[src/sv/i2crts_pkg.sv]
// Shared types, codes and helpers for the I2C register transfer sequencer.
`default_nettype none

package i2crts_pkg;

    // Input command kinds
    localparam logic [1:0] CMD_BEGIN_WRITE = 2'd0;
    localparam logic [1:0] CMD_BEGIN_READ  = 2'd1;
    localparam logic [1:0] CMD_STATUS      = 2'd2;
    localparam logic [1:0] CMD_TICK        = 2'd3;

    // Actions requested from the byte engine
    localparam logic [2:0] ACT_START   = 3'd0;
    localparam logic [2:0] ACT_WRITE   = 3'd1;
    localparam logic [2:0] ACT_ACK_OFF = 3'd2;
    localparam logic [2:0] ACT_STOP    = 3'd3;
    localparam logic [2:0] ACT_DELIVER = 3'd4;
    localparam logic [2:0] ACT_ACK_ON  = 3'd5;
    localparam logic [2:0] ACT_FINISH  = 3'd6;

    // Finish codes
    localparam logic [2:0] RC_OK      = 3'd0;
    localparam logic [2:0] RC_NACK    = 3'd1;
    localparam logic [2:0] RC_ARB     = 3'd2;
    localparam logic [2:0] RC_TIMEOUT = 3'd3;
    localparam logic [2:0] RC_BUS_ERR = 3'd4;

    // Status bit positions
    localparam int ST_START_SENT = 0;
    localparam int ST_ADDR_ACKED = 1;
    localparam int ST_BYTE_DONE  = 2;
    localparam int ST_RX_FULL    = 3;
    localparam int ST_TX_EMPTY   = 4;
    localparam int ST_BUS_ERR    = 5;
    localparam int ST_ARB_LOST   = 6;
    localparam int ST_NACK       = 7;

    localparam logic [7:0] TIMEOUT_RESET = 8'd10;
    localparam int         MAX_RESULTS   = 3;

    typedef struct packed {
        logic [7:0] rx_byte;
        logic [7:0] status;
        logic [7:0] tx_byte;
        logic [8:0] transfer_length;
        logic [7:0] register_address;
        logic [6:0] device_address;
        logic [1:0] command;
    } t_item;

    typedef struct packed {
        logic [2:0] action;
        logic [7:0] out_byte;
        logic       took_tx_byte;
        logic [2:0] result_code;
        logic       last;
    } t_result;

    typedef struct packed {
        logic [1:0]                   cnt;
        t_result [MAX_RESULTS-1:0]    res;
    } t_bundle;

    function automatic t_result make_res(
        input logic [2:0] act,
        input logic [7:0] byte_val,
        input logic       took,
        input logic [2:0] code
    );
        t_result r;
        r.action       = act;
        r.out_byte     = byte_val;
        r.took_tx_byte = took;
        r.result_code  = code;
        r.last         = 1'b0;
        return r;
    endfunction

endpackage

`default_nettype wire

[src/sv/i2crts_core.sv]
// Transaction phase machine: one request in, up to three actions out.
`default_nettype none

module i2crts_core
    import i2crts_pkg::*;
#(
    parameter int MAX_TRANSFER = 256
) (
    input  wire logic    i_clk,
    input  wire logic    i_rst_n,
    input  wire logic    i_cfg_we,
    input  wire logic [7:0] i_cfg_data,
    input  wire logic    i_step,
    input  wire t_item   i_item,
    output t_bundle      o_bundle
);

    localparam int LenMax = (MAX_TRANSFER < 511) ? MAX_TRANSFER : 511;
    localparam int BlW    = $clog2(LenMax + 1);

    typedef enum logic [3:0] {
        PH_IDLE, PH_SB1, PH_ADDR1, PH_TXE_REG, PH_TXE_DATA,
        PH_BTF_END, PH_BTF_REG, PH_SB2, PH_ADDR2, PH_RX
    } t_phase;

    t_phase          r_phase, n_phase;
    logic            r_is_read, n_is_read;
    logic [6:0]      r_addr, n_addr;
    logic [7:0]      r_ptr, n_ptr;
    logic [BlW-1:0]  r_bl, n_bl;
    logic [7:0]      r_wait, n_wait;
    logic [7:0]      r_timeout;

    logic [7:0]      exp_mask;
    logic [BlW-1:0]  bl_dec;
    logic [BlW-1:0]  len_eff;
    logic [7:0]      wait_inc;
    logic            do_fail;
    logic [2:0]      fail_code;
    t_bundle         bnd;

    always_comb begin
        case (r_phase)
            PH_SB1, PH_SB2:          exp_mask = 8'(1 << ST_START_SENT);
            PH_ADDR1, PH_ADDR2:      exp_mask = 8'(1 << ST_ADDR_ACKED);
            PH_BTF_END, PH_BTF_REG:  exp_mask = 8'(1 << ST_BYTE_DONE);
            PH_RX:                   exp_mask = 8'(1 << ST_RX_FULL);
            PH_TXE_REG, PH_TXE_DATA: exp_mask = 8'(1 << ST_TX_EMPTY);
            default:                 exp_mask = 8'd0;
        endcase
    end

    assign bl_dec   = (r_bl != '0) ? r_bl - BlW'(1) : r_bl;
    assign wait_inc = (r_wait != 8'hFF) ? r_wait + 8'd1 : r_wait;

    always_comb begin
        if (i_item.transfer_length == 9'd0) begin
            len_eff = BlW'(1);
        end else if ({23'd0, i_item.transfer_length} > 32'(MAX_TRANSFER)) begin
            len_eff = BlW'(LenMax);
        end else begin
            len_eff = BlW'(i_item.transfer_length);
        end
    end

    always_comb begin
        n_phase   = r_phase;
        n_is_read = r_is_read;
        n_addr    = r_addr;
        n_ptr     = r_ptr;
        n_bl      = r_bl;
        n_wait    = r_wait;
        do_fail   = 1'b0;
        fail_code = RC_OK;
        bnd       = '0;

        if (i_item.command == CMD_BEGIN_WRITE || i_item.command == CMD_BEGIN_READ) begin
            if (r_phase == PH_IDLE) begin
                n_is_read  = (i_item.command == CMD_BEGIN_READ);
                n_addr     = i_item.device_address;
                n_ptr      = i_item.register_address;
                n_bl       = len_eff;
                n_wait     = 8'd0;
                n_phase    = PH_SB1;
                bnd.res[0] = make_res(ACT_START, 8'd0, 1'b0, RC_OK);
                bnd.cnt    = 2'd1;
            end
        end else if (r_phase != PH_IDLE) begin
            if (i_item.command == CMD_STATUS) begin
                if ((i_item.status & exp_mask) != 8'd0) begin
                    // advance on the expected flag
                    n_wait = 8'd0;
                    case (r_phase)
                        PH_SB1: begin
                            bnd.res[0] = make_res(ACT_WRITE, {r_addr, 1'b0}, 1'b0, RC_OK);
                            bnd.cnt    = 2'd1;
                            n_phase    = PH_ADDR1;
                        end
                        PH_ADDR1: begin
                            n_phase = PH_TXE_REG;
                        end
                        PH_TXE_REG: begin
                            bnd.res[0] = make_res(ACT_WRITE, r_ptr, 1'b0, RC_OK);
                            bnd.cnt    = 2'd1;
                            n_phase    = r_is_read ? PH_BTF_REG : PH_TXE_DATA;
                        end
                        PH_TXE_DATA: begin
                            bnd.res[0] = make_res(ACT_WRITE, i_item.tx_byte, 1'b1, RC_OK);
                            bnd.cnt    = 2'd1;
                            n_bl       = bl_dec;
                            if (bl_dec == '0) begin
                                n_phase = PH_BTF_END;
                            end
                        end
                        PH_BTF_END: begin
                            bnd.res[0] = make_res(ACT_STOP, 8'd0, 1'b0, RC_OK);
                            bnd.res[1] = make_res(ACT_FINISH, 8'd0, 1'b0, RC_OK);
                            bnd.cnt    = 2'd2;
                            n_phase    = PH_IDLE;
                        end
                        PH_BTF_REG: begin
                            bnd.res[0] = make_res(ACT_START, 8'd0, 1'b0, RC_OK);
                            bnd.cnt    = 2'd1;
                            n_phase    = PH_SB2;
                        end
                        PH_SB2: begin
                            bnd.res[0] = make_res(ACT_WRITE, {r_addr, 1'b1}, 1'b0, RC_OK);
                            bnd.cnt    = 2'd1;
                            n_phase    = PH_ADDR2;
                        end
                        PH_ADDR2: begin
                            // single byte read: drop ACK and request STOP up front
                            if (r_bl <= BlW'(1)) begin
                                bnd.res[0] = make_res(ACT_ACK_OFF, 8'd0, 1'b0, RC_OK);
                                bnd.res[1] = make_res(ACT_STOP, 8'd0, 1'b0, RC_OK);
                                bnd.cnt    = 2'd2;
                            end
                            n_phase = PH_RX;
                        end
                        PH_RX: begin
                            bnd.res[0] = make_res(ACT_DELIVER, i_item.rx_byte, 1'b0, RC_OK);
                            bnd.cnt    = 2'd1;
                            n_bl       = bl_dec;
                            if (bl_dec == BlW'(1)) begin
                                bnd.res[1] = make_res(ACT_ACK_OFF, 8'd0, 1'b0, RC_OK);
                                bnd.res[2] = make_res(ACT_STOP, 8'd0, 1'b0, RC_OK);
                                bnd.cnt    = 2'd3;
                            end else if (bl_dec == '0) begin
                                bnd.res[1] = make_res(ACT_ACK_ON, 8'd0, 1'b0, RC_OK);
                                bnd.res[2] = make_res(ACT_FINISH, 8'd0, 1'b0, RC_OK);
                                bnd.cnt    = 2'd3;
                                n_phase    = PH_IDLE;
                            end
                        end
                        default: begin
                            n_phase = r_phase;
                        end
                    endcase
                end else if (r_wait >= r_timeout) begin
                    do_fail   = 1'b1;
                    fail_code = RC_TIMEOUT;
                end else if (i_item.status[ST_BUS_ERR]) begin
                    do_fail   = 1'b1;
                    fail_code = RC_BUS_ERR;
                end else if (i_item.status[ST_ARB_LOST]) begin
                    do_fail   = 1'b1;
                    fail_code = RC_ARB;
                end else if (i_item.status[ST_NACK]) begin
                    do_fail   = 1'b1;
                    fail_code = RC_NACK;
                end
            end else begin
                n_wait = wait_inc;
                if (wait_inc >= r_timeout) begin
                    do_fail   = 1'b1;
                    fail_code = RC_TIMEOUT;
                end
            end
        end

        if (do_fail) begin
            // no STOP while receiving
            if (r_phase != PH_RX) begin
                bnd.res[0] = make_res(ACT_STOP, 8'd0, 1'b0, RC_OK);
                bnd.res[1] = make_res(ACT_FINISH, 8'd0, 1'b0, fail_code);
                bnd.cnt    = 2'd2;
            end else begin
                bnd.res[0] = make_res(ACT_FINISH, 8'd0, 1'b0, fail_code);
                bnd.cnt    = 2'd1;
            end
            n_phase = PH_IDLE;
            n_wait  = 8'd0;
        end

        for (int i = 0; i < MAX_RESULTS; i++) begin
            bnd.res[i].last = (bnd.cnt != 2'd0) && (2'(i) == bnd.cnt - 2'd1);
        end
    end

    assign o_bundle = bnd;

    always_ff @(posedge i_clk) begin
        if (!i_rst_n) begin
            r_phase   <= PH_IDLE;
            r_is_read <= 1'b0;
            r_addr    <= 7'd0;
            r_ptr     <= 8'd0;
            r_bl      <= '0;
            r_wait    <= 8'd0;
            r_timeout <= TIMEOUT_RESET;
        end else begin
            if (i_cfg_we) begin
                r_timeout <= i_cfg_data;
            end
            if (i_step) begin
                r_phase   <= n_phase;
                r_is_read <= n_is_read;
                r_addr    <= n_addr;
                r_ptr     <= n_ptr;
                r_bl      <= n_bl;
                r_wait    <= n_wait;
            end
        end
    end

`ifndef SYNTH
    a_idle_wait_clear: assert property (@(posedge i_clk) disable iff (!i_rst_n)
        r_phase == PH_IDLE |-> r_wait == 8'd0)
        else $error("wait counter nonzero while idle");

    a_finish_goes_idle: assert property (@(posedge i_clk) disable iff (!i_rst_n)
        i_step && bnd.cnt != 2'd0 && bnd.res[bnd.cnt - 2'd1].action == ACT_FINISH
        |=> r_phase == PH_IDLE)
        else $error("finish reported but transaction still open");

    a_begin_one_start: assert property (@(posedge i_clk) disable iff (!i_rst_n)
        i_step && r_phase == PH_IDLE && !i_item.command[1]
        |-> bnd.cnt == 2'd1 && bnd.res[0].action == ACT_START)
        else $error("begin from idle must request exactly one START");
`endif

endmodule

`default_nettype wire

[src/sv/i2crts_outq.sv]
// Result register that hands a bundle of actions out one action at a time.
`default_nettype none

module i2crts_outq
    import i2crts_pkg::*;
(
    input  wire logic    i_clk,
    input  wire logic    i_rst_n,
    input  wire logic    i_load,
    input  wire t_bundle i_bundle,
    output logic         o_free,
    input  wire logic    i_tready,
    output logic         o_tvalid,
    output t_result      o_res
);

    logic    r_valid;
    logic [1:0] r_idx;
    t_bundle r_bundle;
    logic    drain_last;

    assign drain_last = r_valid && i_tready && (r_idx == r_bundle.cnt - 2'd1);
    assign o_free     = !r_valid || drain_last;
    assign o_tvalid   = r_valid;
    assign o_res      = r_bundle.res[r_idx];

    always_ff @(posedge i_clk) begin
        if (!i_rst_n) begin
            r_valid <= 1'b0;
            r_idx   <= 2'd0;
        end else if (i_load) begin
            r_valid <= 1'b1;
            r_idx   <= 2'd0;
        end else if (drain_last) begin
            r_valid <= 1'b0;
            r_idx   <= 2'd0;
        end else if (r_valid && i_tready) begin
            r_idx <= r_idx + 2'd1;
        end
    end

    always_ff @(posedge i_clk) begin
        if (i_load) begin
            r_bundle <= i_bundle;
        end
    end

`ifndef SYNTH
    a_idx_in_range: assert property (@(posedge i_clk) disable iff (!i_rst_n)
        r_valid |-> r_idx < r_bundle.cnt)
        else $error("output index past bundle count");

    a_load_restarts: assert property (@(posedge i_clk) disable iff (!i_rst_n)
        i_load |=> r_valid && r_idx == 2'd0)
        else $error("loaded bundle not presented from first entry");

    a_no_load_over_busy: assert property (@(posedge i_clk) disable iff (!i_rst_n)
        i_load |-> o_free && i_bundle.cnt != 2'd0)
        else $error("bundle loaded over pending results or empty");
`endif

endmodule

`default_nettype wire

[src/sv/i2c_register_transfer_sequencer.sv]
// Top level of the I2C master register transfer sequencer.
// Requests enter on the s_axis channel: tuser carries the command (begin write,
// begin read, bus status, tick), tdata the begin fields, the tx byte, the status
// flags and the rx byte. Each request yields zero to three actions for the byte
// engine on the m_axis channel: tuser carries the action, tdata the byte, the
// tx-byte-taken flag and the finish code, tlast marks the final action of a request.
// A request is captured in the input register, stepped through the phase machine
// into the result register, and its actions are then offered on m_axis.
// Throughput: one request per cycle while each gives at most one action and
// m_axis_tready stays high; a request with k actions holds the result register
// until all k are taken. Requests that give no action still pass through the step
// stage but load nothing. When m_axis_tready is low a loaded result register holds,
// the step stage waits, and s_axis_tready drops once the input register is full.
// The timeout register is written on the cfg channel, always ready; write it only
// while no transaction is open. Reset (synchronous, active low) returns the phase
// machine to idle, clears both registers' valid flags and sets the timeout to 10.
`default_nettype none

module i2c_register_transfer_sequencer
    import i2crts_pkg::*;
#(
    parameter int MAX_TRANSFER = 256
) (
    input  wire logic        i_clk,
    input  wire logic        i_rst_n,
    input  wire logic        s_axis_tvalid,
    output logic             s_axis_tready,
    // device_address[6:0], register_address[14:7], transfer_length[23:15],
    // tx_byte[31:24], status[39:32], rx_byte[47:40]
    input  wire logic [47:0] s_axis_tdata,
    // command[1:0]
    input  wire logic [1:0]  s_axis_tuser,
    output logic             m_axis_tvalid,
    input  wire logic        m_axis_tready,
    // out_byte[7:0], took_tx_byte[8], result_code[11:9], zero[15:12]
    output logic [15:0]      m_axis_tdata,
    // action[2:0]
    output logic [2:0]       m_axis_tuser,
    output logic             m_axis_tlast,
    input  wire logic        i_cfg_valid,
    output logic             o_cfg_ready,
    input  wire logic [7:0]  i_cfg_data
);

    logic    r_in_valid;
    t_item   r_in_item;
    logic    step;
    logic    out_free;
    t_bundle bundle;
    t_result res;

    assign step          = r_in_valid && out_free;
    assign s_axis_tready = !r_in_valid || step;
    assign o_cfg_ready   = 1'b1;

    always_ff @(posedge i_clk) begin
        if (!i_rst_n) begin
            r_in_valid <= 1'b0;
        end else if (s_axis_tready) begin
            r_in_valid <= s_axis_tvalid;
        end
    end

    always_ff @(posedge i_clk) begin
        if (s_axis_tvalid && s_axis_tready) begin
            r_in_item.command          <= s_axis_tuser;
            r_in_item.device_address   <= s_axis_tdata[6:0];
            r_in_item.register_address <= s_axis_tdata[14:7];
            r_in_item.transfer_length  <= s_axis_tdata[23:15];
            r_in_item.tx_byte          <= s_axis_tdata[31:24];
            r_in_item.status           <= s_axis_tdata[39:32];
            r_in_item.rx_byte          <= s_axis_tdata[47:40];
        end
    end

    i2crts_core #(
        .MAX_TRANSFER(MAX_TRANSFER)
    ) u_core (
        .i_clk     (i_clk),
        .i_rst_n   (i_rst_n),
        .i_cfg_we  (i_cfg_valid),
        .i_cfg_data(i_cfg_data),
        .i_step    (step),
        .i_item    (r_in_item),
        .o_bundle  (bundle)
    );

    i2crts_outq u_outq (
        .i_clk    (i_clk),
        .i_rst_n  (i_rst_n),
        .i_load   (step && bundle.cnt != 2'd0),
        .i_bundle (bundle),
        .o_free   (out_free),
        .i_tready (m_axis_tready),
        .o_tvalid (m_axis_tvalid),
        .o_res    (res)
    );

    assign m_axis_tdata = {4'd0, res.result_code, res.took_tx_byte, res.out_byte};
    assign m_axis_tuser = res.action;
    assign m_axis_tlast = res.last;

endmodule

`default_nettype wire
[config.mk]
export PLATFORM = sky130hd
export DESIGN_NAME = i2c_register_transfer_sequencer
export DESIGN_NICKNAME = d
export VERILOG_FILES = /design/src/sv/i2crts_pkg.sv /design/src/sv/i2crts_core.sv /design/src/sv/i2crts_outq.sv /design/src/sv/i2c_register_transfer_sequencer.sv
export SDC_FILE = /design/constraint.sdc
export NUM_CORES = 1
export LEC_CHECK = 0
export BUFFER_PORTS_ARGS = -buffer_cell sky130_fd_sc_hd__buf_2
export CORE_MARGIN = 2
export CORE_UTILIZATION = 60
export DETAILED_ROUTE_END_ITERATION = 6
export MAX_ROUTING_LAYER = met4
export PLACE_DENSITY = 0.78
export SLEW_MARGIN = 5
export SYNTH_ARGS = -nofsm -noshare
export SYNTH_HDL_FRONTEND = slang
export SYNTH_SLANG_ARGS = --single-unit
[constraint.sdc]
create_clock -name i_clk -period 10.3 [get_ports i_clk]
set_input_delay 1.545 -clock i_clk [delete_from_list [all_inputs] [get_ports i_clk]]
set_output_delay 1.545 -clock i_clk [all_outputs]
set_load 0.05 [all_outputs]
==> metrics.md <==
| Metric | Value |
|---|---|
| Final weighted congestion of routability-driven global placement | 0.877 |
| Setup TNS after final layout | 0 ns |
| Level count of the clock H-tree | 4 |
| Vias per std cell | 5.81 |
| Static leakage | 0.00305 uW |
| Total I/O pin count | 86 |
| Hold Path Sink | u_core.r_is_read$_SDFFE_PN0P_ |
| CP dominant cell by count | sky130_fd_sc_hd__ha_1 |
| Post-Syn Instances | 650 |
| Top cell type's share of synthesized area | 35.5% |
| Nets | 805 |
| Area of the mapped netlist | 6690 sq um |
| Area of the multi-input gates | 2970 sq um |
| Routed length per instance | 16.0 um |
| Clock tree root buffer cell | sky130_fd_sc_hd__clkbuf_8 |
| Number of sinks driven by the clock tree | 133 |
| List of most frequent post-synthesis cells | 80 x sky130_fd_sc_hd__nand2_1, 79 x sky130_fd_sc_hd__edfxtp_1, 54 x sky130_fd_sc_hd__dfxtp_1 |
| TritonCTS clock tree | yes |
| Count of buffers from port buffering | 80 |
| Starting Density | 61.7% |
| Pre-antenna DRT Iters | 6 |
| Kind of critical path | reg -> reg |
| Total die area | 12000 sq um |
| Reg-to-Reg End | u_core.exp_mask[2]$_SDFF_PP0_ |
| Leading area contributor after synthesis | sky130_fd_sc_hd__edfxtp_1 |
| Hold Path Origin | u_core.r_is_read$_SDFFE_PN0P_ |
| Post-layout min period | 4.60 ns |
| Insertion delay to the later sink of the worst-skew pair | 0.53 ns |
| Max VDD drop | 105 uV |
| Leading cell types by total area after synthesis | sky130_fd_sc_hd__edfxtp_1 35%, sky130_fd_sc_hd__dfxtp_1 16%, sky130_fd_sc_hd__ha_1 4.5% |
| Antenna-violating nets left | 0 |
| Number of violations of the max-capacitance limit | 0 |
| Unrepaired setup endpoints after global routing | false |
| Min-Delay Path Class | reg -> reg |
| Synth-to-Final Area Change | 15.9% |
| Std-Cell Rows | 38 |
| Cell area power density | 171 nW/um^2 |
| Total DRC errors in the routed layout | 0 |
| Clock tree skew after final layout | 0.0156 ns |
| Post-placement worst setup slack | 5.81 ns |
| Worst Reg-to-Reg Cells | 18 |
| Sequential area share after synthesis | 51.6% |
| Number of buffers inserted by hold repair at cts | 0 |
| Most numerous cell in the Yosys netlist | sky130_fd_sc_hd__nand2_1 |
| Total setup violations reported at the end of the flow | 0 |
| Wire length of the first global-routing pass | 22.5 mm |
| Setup repair bufs after CTS | 0 |
| Outcome | finished clean |
| Synth unique cells | 71 |
| Util after Layout | 71.5% |
| Prevailing post-synth register cell | sky130_fd_sc_hd__edfxtp_1 |
| CP Launch Type | register |
| Critical path's slowest cell | sky130_fd_sc_hd__o31ai_1 |
| Levels on crit path | 18 |
| Overall die width | 110 um |
| Max-slew headroom | 25.5% |
| Floorplan core area | 10800 sq um |
| Vertical die dimension | 110 um |
| Detailed Route WL | 14.0 mm |
| Max Buffers Root-to-Sink | 2 |
| Antenna diode count | 0 |
| Avg Synthesized Cell Area | 10.3 sq um |
| Worst-path clk slew | 0.06 ns |
| Required @ worst endpoint | 10.70 ns |
| Final HPWL from detailed placement | 9.51 mm |
| Filler cell count | 812 |
| Delay contributed by the slowest stage of the critical path | 0.54 ns |
| Crit path max fanout | 8 |
| Max Slew Vio Count | 0 |
| Maximum number of pins on one net before global-route repair | 53 |
| Hold Path Stages | 2 |
| Number of buffers and inverters on the critical path | 1 |
| FFs w/ async S/R, synth | 0% |
| Count of routing violations after the opening detailed-route iteration | 473 |
| Via Count | 5061 |
| Ratio of final minimum period to clock period | 44.7% |
| Slack of the worst reg-to-reg path | 5.70 ns |
| Number of antenna violations at the first check in global routing | 0 |
| Number of buffers added by the clock tree synthesis step | 17 |
| Origin of the critical flop-to-flop path | u_core.r_wait[0]$_SDFFE_PN0P_ |
| FF/Latch Area | 3450 sq um |
| Number of hold-slack violations in the final timing report | 0 |
| Worst-Margin Slew | 1.11 ns |
| Number of enable flip-flop cells after synthesis | 79 |
| Fraction of layout instances using a drive strength above 1 | 19.0% |
| Worst Setup Slack, final | 5.70 ns |
| Global router's overall resource usage | 25.1% |
| Synthesis Warnings | 0 |
| Crit-path cells | ha_1 > and2_1 > nand4_1 > nand2b_1 > nor2_1 > xor2_1 > ha_1 > a21oi_1 > o221ai_1 > a41oi_1 > a211oi_1 > o31ai_1 > a31o_4 > a22oi_1 > nor2b_1 > inv_1 > ha_1 > nor3b_1 |
| Total of flip-flops plus latches after synthesis | 133 |
| Count of cells resized by post-cts repair | 0 |
| Endpoint arrival time on the critical path | 5.00 ns |
| Fmax achieved | 217 MHz |
| Endpoint type of the worst setup path | register |
| Congestion Overflow GR | 0 |
| Number of global-route vias before repair | 4744 |
| Kind of cell adding the most delay to the critical path | compound AO/OA/AOI/OAI gates |
==> flip-flops by register name (all words and copies together) (netlist names), 5 cells and up <==
signal and cells:
u_core.r_bl 9, u_outq.r_bundle 29, u_core.r_timeout 8, u_core.exp_mask 5, u_core.r_wait 8, u_core.r_addr 7
r_in_item 50, u_core.r_ptr 8
==> layer usage <==
metal  GRT usage [%]  wire length [um]  vias to the layer above
met5               -                 0                        -
met4            8.77               308                        0
met3            5.81               696                       28
met2            40.5              6830                      166
met1            31.4              6140                     2370
li1                -                 -                     2497
==> power breakdown <==
group / total [uW] / switching (uW) / internal (uW)
Combinational: 117 / 73.7 / 43.4
Clock: 611 / 232 / 379
Sequential: 600 / 13.1 / 587
==> worst min-delay path: stages (launching register included) <==
cell and delay, ns:
sky130_fd_sc_hd__dfxtp_1 0.31, sky130_fd_sc_hd__nand2_1 0.04, sky130_fd_sc_hd__a21boi_0 0.06
==> layout by cell type, fill, tap and decap left out, types with 5 or more instances in the layout <==
cell,netlist,layout
sky130_fd_sc_hd__o211a_1,7,7
sky130_fd_sc_hd__or3_1,5,5
sky130_fd_sc_hd__nor2b_1,26,26
sky130_fd_sc_hd__clkbuf_16,0,16
sky130_fd_sc_hd__edfxtp_1,79,79
sky130_fd_sc_hd__a22o_1,7,7
sky130_fd_sc_hd__and2_1,15,15
sky130_fd_sc_hd__mux2_2,9,9
sky130_fd_sc_hd__ha_1,24,24
sky130_fd_sc_hd__nand3_1,9,9
sky130_fd_sc_hd__mux2i_1,18,18
sky130_fd_sc_hd__nand2b_1,6,6
sky130_fd_sc_hd__a21oi_1,41,40
sky130_fd_sc_hd__a222oi_1,8,8
sky130_fd_sc_hd__buf_2,2,80
sky130_fd_sc_hd__nor3_1,14,14
sky130_fd_sc_hd__buf_4,6,6
sky130_fd_sc_hd__dfxtp_1,54,54
sky130_fd_sc_hd__nor2_1,47,47
sky130_fd_sc_hd__nand2_1,80,80
sky130_fd_sc_hd__conb_1,2,5
sky130_fd_sc_hd__a21boi_0,20,20
sky130_fd_sc_hd__inv_6,0,5
sky130_fd_sc_hd__o21ai_0,21,21
sky130_fd_sc_hd__inv_1,26,26
sky130_fd_sc_hd__nor3b_1,10,10
sky130_fd_sc_hd__o211ai_1,6,6
==> worst max path at each step <==
stage | start | end | slack [ns]
final | u_core.r_wait[0]$_SDFFE_PN0P_ | u_core.exp_mask[2]$_SDFF_PP0_ | 5.70
after global routing | u_core.r_wait[0]$_SDFFE_PN0P_ | u_core.exp_mask[2]$_SDFF_PP0_ | 5.30
after CTS | u_core.r_wait[0]$_SDFFE_PN0P_ | u_core.exp_mask[2]$_SDFF_PP0_ | 5.75
after detailed placement | u_core.r_wait[0]$_SDFFE_PN0P_ | u_core.exp_mask[4]$_SDFF_PN0_ | 5.81
after global placement | u_core.r_wait[0]$_SDFFE_PN0P_ | u_core.exp_mask[4]$_SDFF_PN0_ | 6.08
after floorplan | m_axis_tready | r_in_item[0]$_DFFE_PP_ | 5.46
==> stage by stage <==
stage               hold slack (ns)  total power (uW)  std cells  area, sq um
CTS                           0.471              1330        871         7750
detailed placement            0.462               726        839         7150
finish                        0.466              1330        871         7750
global route                  0.503              1370        871         7750
floorplan                     0.440               694        653         6700
global placement              0.456               722        839         7150
==> kinds of logic (layout without fill, tap and decap cells) <==
kind of cell,after synthesis,in the layout,synth area share [%]
AO/OA/AOI/OAI,156,156,16.8
XOR/XNOR,7,7,0.917
adder cells (fa/ha/maj),24,24,4.49
buffers and inverters,67,145,4.25
flip-flops,133,133,51.6
multiplexers,27,27,4.21
other,2,5,0.112
AND/OR/NAND/NOR,234,234,17.6
==> layout make-up <==
cell class	count	share of cell area, %
Timing Repair Buffer	86	5.75
Tap cell	140	2.26
Multi-Input combinational cell	453	38.4
Sequential cell	133	44.6
Clock inverter	13	2.18
Inverter	27	1.31
Clock buffer	19	5.57
Note: power is estimated with default switching activity, not from simulation.
